**src/hw/rtl/sli_pkg.sv**
```systemverilog
package sli_pkg;

  localparam int TW = 16;   // tolerance register
  localparam int QW = 32;   // quotient / crossing point width
  localparam int QDEPTH = 4;

  localparam logic [QW-1:0] SAT_POS = 32'h7FFF_FFFF;
  localparam logic [QW-1:0] SAT_NEG = 32'h8000_0000;

  function automatic int cap64(input int w);
    return (w > 64) ? 64 : w;
  endfunction

  // determinant / denominator width
  function automatic int zw_of(input int cw);
    return cap64(2 * cw + 3);
  endfunction

  // numerator width
  function automatic int lw_of(input int cw);
    return cap64(3 * cw + 3);
  endfunction

  // rounded numerator width
  function automatic int nw_of(input int cw);
    return (lw_of(cw) < 64) ? lw_of(cw) + 1 : 64;
  endfunction

  // queue word: parallel, hit, px, py, pz
  function automatic int pkt_w_of(input int cw);
    return 2 + 2 * lw_of(cw) + zw_of(cw);
  endfunction

  // round-to-nearest quotient magnitude -> saturated two's complement
  function automatic logic [QW-1:0] sat_q(input logic [QW-1:0] q, input logic ovf,
                                          input logic neg);
    logic [QW-1:0] r;
    if (!neg) begin
      r = (ovf || q[QW-1]) ? SAT_POS : q;
    end else begin
      r = (ovf || (q[QW-1] && (q[QW-2:0] != '0))) ? SAT_NEG : (~q + QW'(1));
    end
    return r;
  endfunction

endpackage

```
**src/hw/rtl/sli_queue.sv**
```systemverilog
module sli_queue
  import sli_pkg::*;
#(
  parameter int WIDTH = 8
) (
  input  logic             clk,
  input  logic             rst,
  input  logic             push_valid,
  output logic             push_ready,
  input  logic [WIDTH-1:0] push_data,
  output logic             pop_valid,
  input  logic             pop_ready,
  output logic [WIDTH-1:0] pop_data
);

  localparam int AW = $clog2(QDEPTH);
  localparam int CNTW = AW + 1;

  logic [WIDTH-1:0] mem [0:QDEPTH-1];
  logic [AW-1:0]    wr_ptr, rd_ptr;
  logic [CNTW-1:0]  count;
  logic             push_fire, pop_fire;

  assign push_ready = count != CNTW'(QDEPTH);
  assign pop_valid  = count != '0;
  assign pop_data   = mem[rd_ptr];
  assign push_fire  = push_valid && push_ready;
  assign pop_fire   = pop_valid && pop_ready;

  always_ff @(posedge clk) begin
    if (push_fire) begin
      mem[wr_ptr] <= push_data;
    end
  end

  always_ff @(posedge clk) begin
    if (rst) begin
      wr_ptr <= '0;
      rd_ptr <= '0;
      count  <= '0;
    end else begin
      if (push_fire) begin
        wr_ptr <= wr_ptr + AW'(1);
      end
      if (pop_fire) begin
        rd_ptr <= rd_ptr + AW'(1);
      end
      if (push_fire && !pop_fire) begin
        count <= count + CNTW'(1);
      end else if (pop_fire && !push_fire) begin
        count <= count - CNTW'(1);
      end
    end
  end

  a_count_bound: assert property (@(posedge clk) disable iff (rst)
    count <= CNTW'(QDEPTH))
    else $error("queue occupancy beyond depth");

  a_count_up: assert property (@(posedge clk) disable iff (rst)
    push_fire && !pop_fire |=> count == $past(count) + CNTW'(1))
    else $error("queue count missed a push");

  a_count_down: assert property (@(posedge clk) disable iff (rst)
    pop_fire && !push_fire |=> count == $past(count) - CNTW'(1))
    else $error("queue count missed a pop");

endmodule

```
**config.mk**
```make
export PLATFORM = sky130hd
export DESIGN_NAME = sli_queue
export DESIGN_NICKNAME = d
export VERILOG_FILES = /design/src/hw/rtl/sli_pkg.sv /design/src/hw/rtl/sli_queue.sv
export SDC_FILE = /design/constraint.sdc
export NUM_CORES = 1
export LEC_CHECK = 0
export BUFFER_PORTS_ARGS = -buffer_cell sky130_fd_sc_hd__buf_2
export CAP_MARGIN = 10
export CORE_AREA = 2 2 75 63
export CTS_BUF_LIST = sky130_fd_sc_hd__clkbuf_2 sky130_fd_sc_hd__clkbuf_4 sky130_fd_sc_hd__clkbuf_8
export CTS_CLUSTER_DIAMETER = 100
export DETAILED_ROUTE_END_ITERATION = 8
export DIE_AREA = 0 0 77 65
export PLACE_DENSITY = 0.69
export SYNTH_ARGS = -nofsm -noshare
export SYNTH_HDL_FRONTEND = slang
export SYNTH_SLANG_ARGS = --single-unit
```
**constraint.sdc**
```tcl
create_clock -name clk -period 2 [get_ports clk]
set_input_delay 0.2 -clock clk [delete_from_list [all_inputs] [get_ports clk]]
set_output_delay 0.2 -clock clk [all_outputs]
set_load 0.005 [all_outputs]
```
==> impl_results.md <==
- Outcome: complete, no violations
- Crit. End Element: register
- Crit start category: register
- Max cap viols: 0
- GRT overflow: 0
- Multi-input logic area: 488 um2
- CTS H-tree lvls: 2
- Cell Rows: 22
- Syn Inst Count: 90
- CTS Buf Count: 5
- Tmin final: 2000 ps
- Hold buffer count at CTS: 0
- Mapped Avg Cell Area: 18.2 um2
- Initial antenna violation count: 0
- Worst EP arrival: 2210 ps
- Leak: 0.730 nW
- Synth unique cells: 23
- Slew HR: 0.703
- Tightest Pin Transition: 446 ps
- RSZ-0062 raised after global routing: yes
- First-pass GRT wire length: 4690 um
- Critical path peak fanout: 3
- Final setup viols: 0
- Starting DRT DRC Count: 54
- Hold crit path type: input port to register
- PwrDens: 1250 nW/um2
- Vias in the first global route: 953
- Skew final: 3.41 ps
- CTS tree: done
- WP data required: 2210 ps
- Total number of vias: 866
- Met1 Track Usage GR: 0.146
- FF/Latch Area: 1150 um2
- Largest net degree at the start of global routing: 14
- Clock latency on the worst-skew pair: 290 ps
- DRC: 0
- Ant. Diodes: 0
- Wire length per cell: 15.1 um
- R2R Setup Slk: 3 ps
- Area grow syn2layout: 22.7%
- CTS root buffer: clkbuf_8
- Post-Syn Area: 1640 um2
- Post-route ant nets: 0
- Mapped Nets: 108
- Fin util: 0.462
- Final hold vios: 0
- M3 GR Usage: 0.0446
- Dpl cells: 173
- DP Wirelength: 1890 um
- Yosys warnings: 0
- Core Region: 4350 um2
- Clock Path Buffers: 2
- Placed Instance Area: 1840 um2
- Busiest layer in global routing: met2
- Die X: 77 um
- Setup TNS Final: 0 ps
- Grt met2 use: 0.224
- Fin Hold WS: 126 ps
- Non-Filler Instances: 184
- Placer congestion estimate: 0.728
- Sequential share of the synthesized area: 0.697
- Initial DRT Pass Iterations: 4
- I/O pin cnt: 22
- Crit Path Class: register to register
- Layout cells sized above 1: 0.444
- GRT Total Usage: 0.127
- F_max: 501 MHz
- Chip Height: 65 um
- I/O Buffers: 21
- Max VDD drop: 0.440 mV
- Die area: 5010 um2
- Tcrit/Tclk final: 0.998
- Final WL: 2770 um
- Via density: 4.71
- Synth Register Bits: 41
- Post-layout instance area: 2010 um2
- Fin nets: 141
- CTS clk-pin slew, worst paths: 80 ps
- Sink Count: 41
- Initial Util: 0.377
- Pins Over Slew Limit: 0
- # fillers: 408
-- cell families (layout without fill, tap and decap cells) --
kind of cell / after synthesis / count (layout) / share of synthesized area
buffers and inverters: 6 / 40 / 0.0160
AND/OR/NAND/NOR: 17 / 17 / 0.0535
adder cells (fa/ha/maj): 6 / 6 / 0.0504
XOR/XNOR: 4 / 4 / 0.0214
multiplexers: 11 / 11 / 0.131
flip-flops: 41 / 41 / 0.697
AO/OA/AOI/OAI: 5 / 5 / 0.0306
-- critical path: stages (launching register included) --
cell and delay (ps):
dfxtp_2 340, o31ai_4 250, ha_2 220, inv_1 50, fa_2 330, xor2_1 170, or3_1 380, a21oi_2 160
-- power breakdown --
| group | internal, mW | total [mW] | switching (mW) |
|---|---|---|---|
| Clock | 0.367 | 0.645 | 0.277 |
| Sequential | 1.05 | 1.15 | 0.0931 |
| Combinational | 0.394 | 0.711 | 0.316 |
| Total | 1.82 | 2.50 | 0.687 |
-- flip-flops by register name (all words and copies together) (netlist names), named ones only --
name	flops
count	3
mem	32
rd_ptr	2
wr_ptr	2
-- worst paths after layout --
check	end	depth (start not counted)	startpoint
hold / removal	mem[0][5]$_DFFE_PP_	1	push_data[5]
setup reg to reg	count[2]$_SDFFE_PP0P_	7	count[1]$_SDFFE_PP0P_
setup / recovery	count[2]$_SDFFE_PP0P_	7	count[1]$_SDFFE_PP0P_
hold reg to reg	wr_ptr[1]$_SDFFE_PP0P_	2	wr_ptr[1]$_SDFFE_PP0P_
-- stage by stage --
step | power (mW) | setup slack, ps
after floorplan | 1.56 | 10.2
after global placement | 1.77 | 134
after detailed placement | 1.80 | -41.4
after CTS | 2.51 | 8.63
after global routing | 2.65 | -57.5
final | 2.50 | 3.45
-- per-layer routing --
metal / share of wire / up-vias / routed length, um
met5: 0 / - / 0
met4: 0.013 / 0 / 35
met3: 0.051 / 5 / 142
met2: 0.51 / 20 / 1420
met1: 0.42 / 438 / 1170
li1: - / 403 / -
-- what timing repair did --
item,CTS,global route
buffers inserted,2,1
pin swaps,3,4
resized for setup,7,1
setup endpoints to repair,1,1
-- synthesized netlist by cell type --
cell | n | share of area
mux4_2 | 8 | 0.11
mux2_4 | 1 | 0.0092
nor2_2 | 1 | 0.0038
a21boi_4 | 1 | 0.011
fa_1 | 1 | 0.012
o311ai_1 | 1 | 0.0053
o21ai_0 | 1 | 0.0031
nand2_1 | 1 | 0.0023
o31ai_2 | 1 | 0.0076
ha_1 | 5 | 0.038
mux2i_1 | 2 | 0.012
inv_1 | 3 | 0.0069
or3_2 | 1 | 0.0046
nor2_1 | 7 | 0.016
buf_4 | 1 | 0.0046
a21oi_1 | 1 | 0.0031
edfxtp_1 | 32 | 0.59
clkbuf_1 | 2 | 0.0046
or3_1 | 1 | 0.0038
nand2b_1 | 2 | 0.0076
and2_1 | 4 | 0.015
xor2_1 | 4 | 0.021
dfxtp_1 | 9 | 0.11
-- cells in the final DEF, fill, tap and decap left out, types with 2 or more instances in the layout --
cell type	instances
and2_1	4
buf_2	21
buf_4	7
clkbuf_8	5
dfxtp_1	6
dfxtp_2	2
edfxtp_1	32
ha_1	4
inv_1	3
mux2i_1	2
mux4_2	8
nand2b_1	2
nor2_1	7
xor2_1	4
-- final cells by class --
type	count	share of cell area
multi-input cells	43	0.243
clock buffers	5	0.0342
clock inverters	3	0.0205
repair buffers	29	0.0884
well taps	60	0.0374
flip-flops and latches	41	0.571
inverters	3	0.00560
Note: power is estimated with default switching activity, not from simulation.
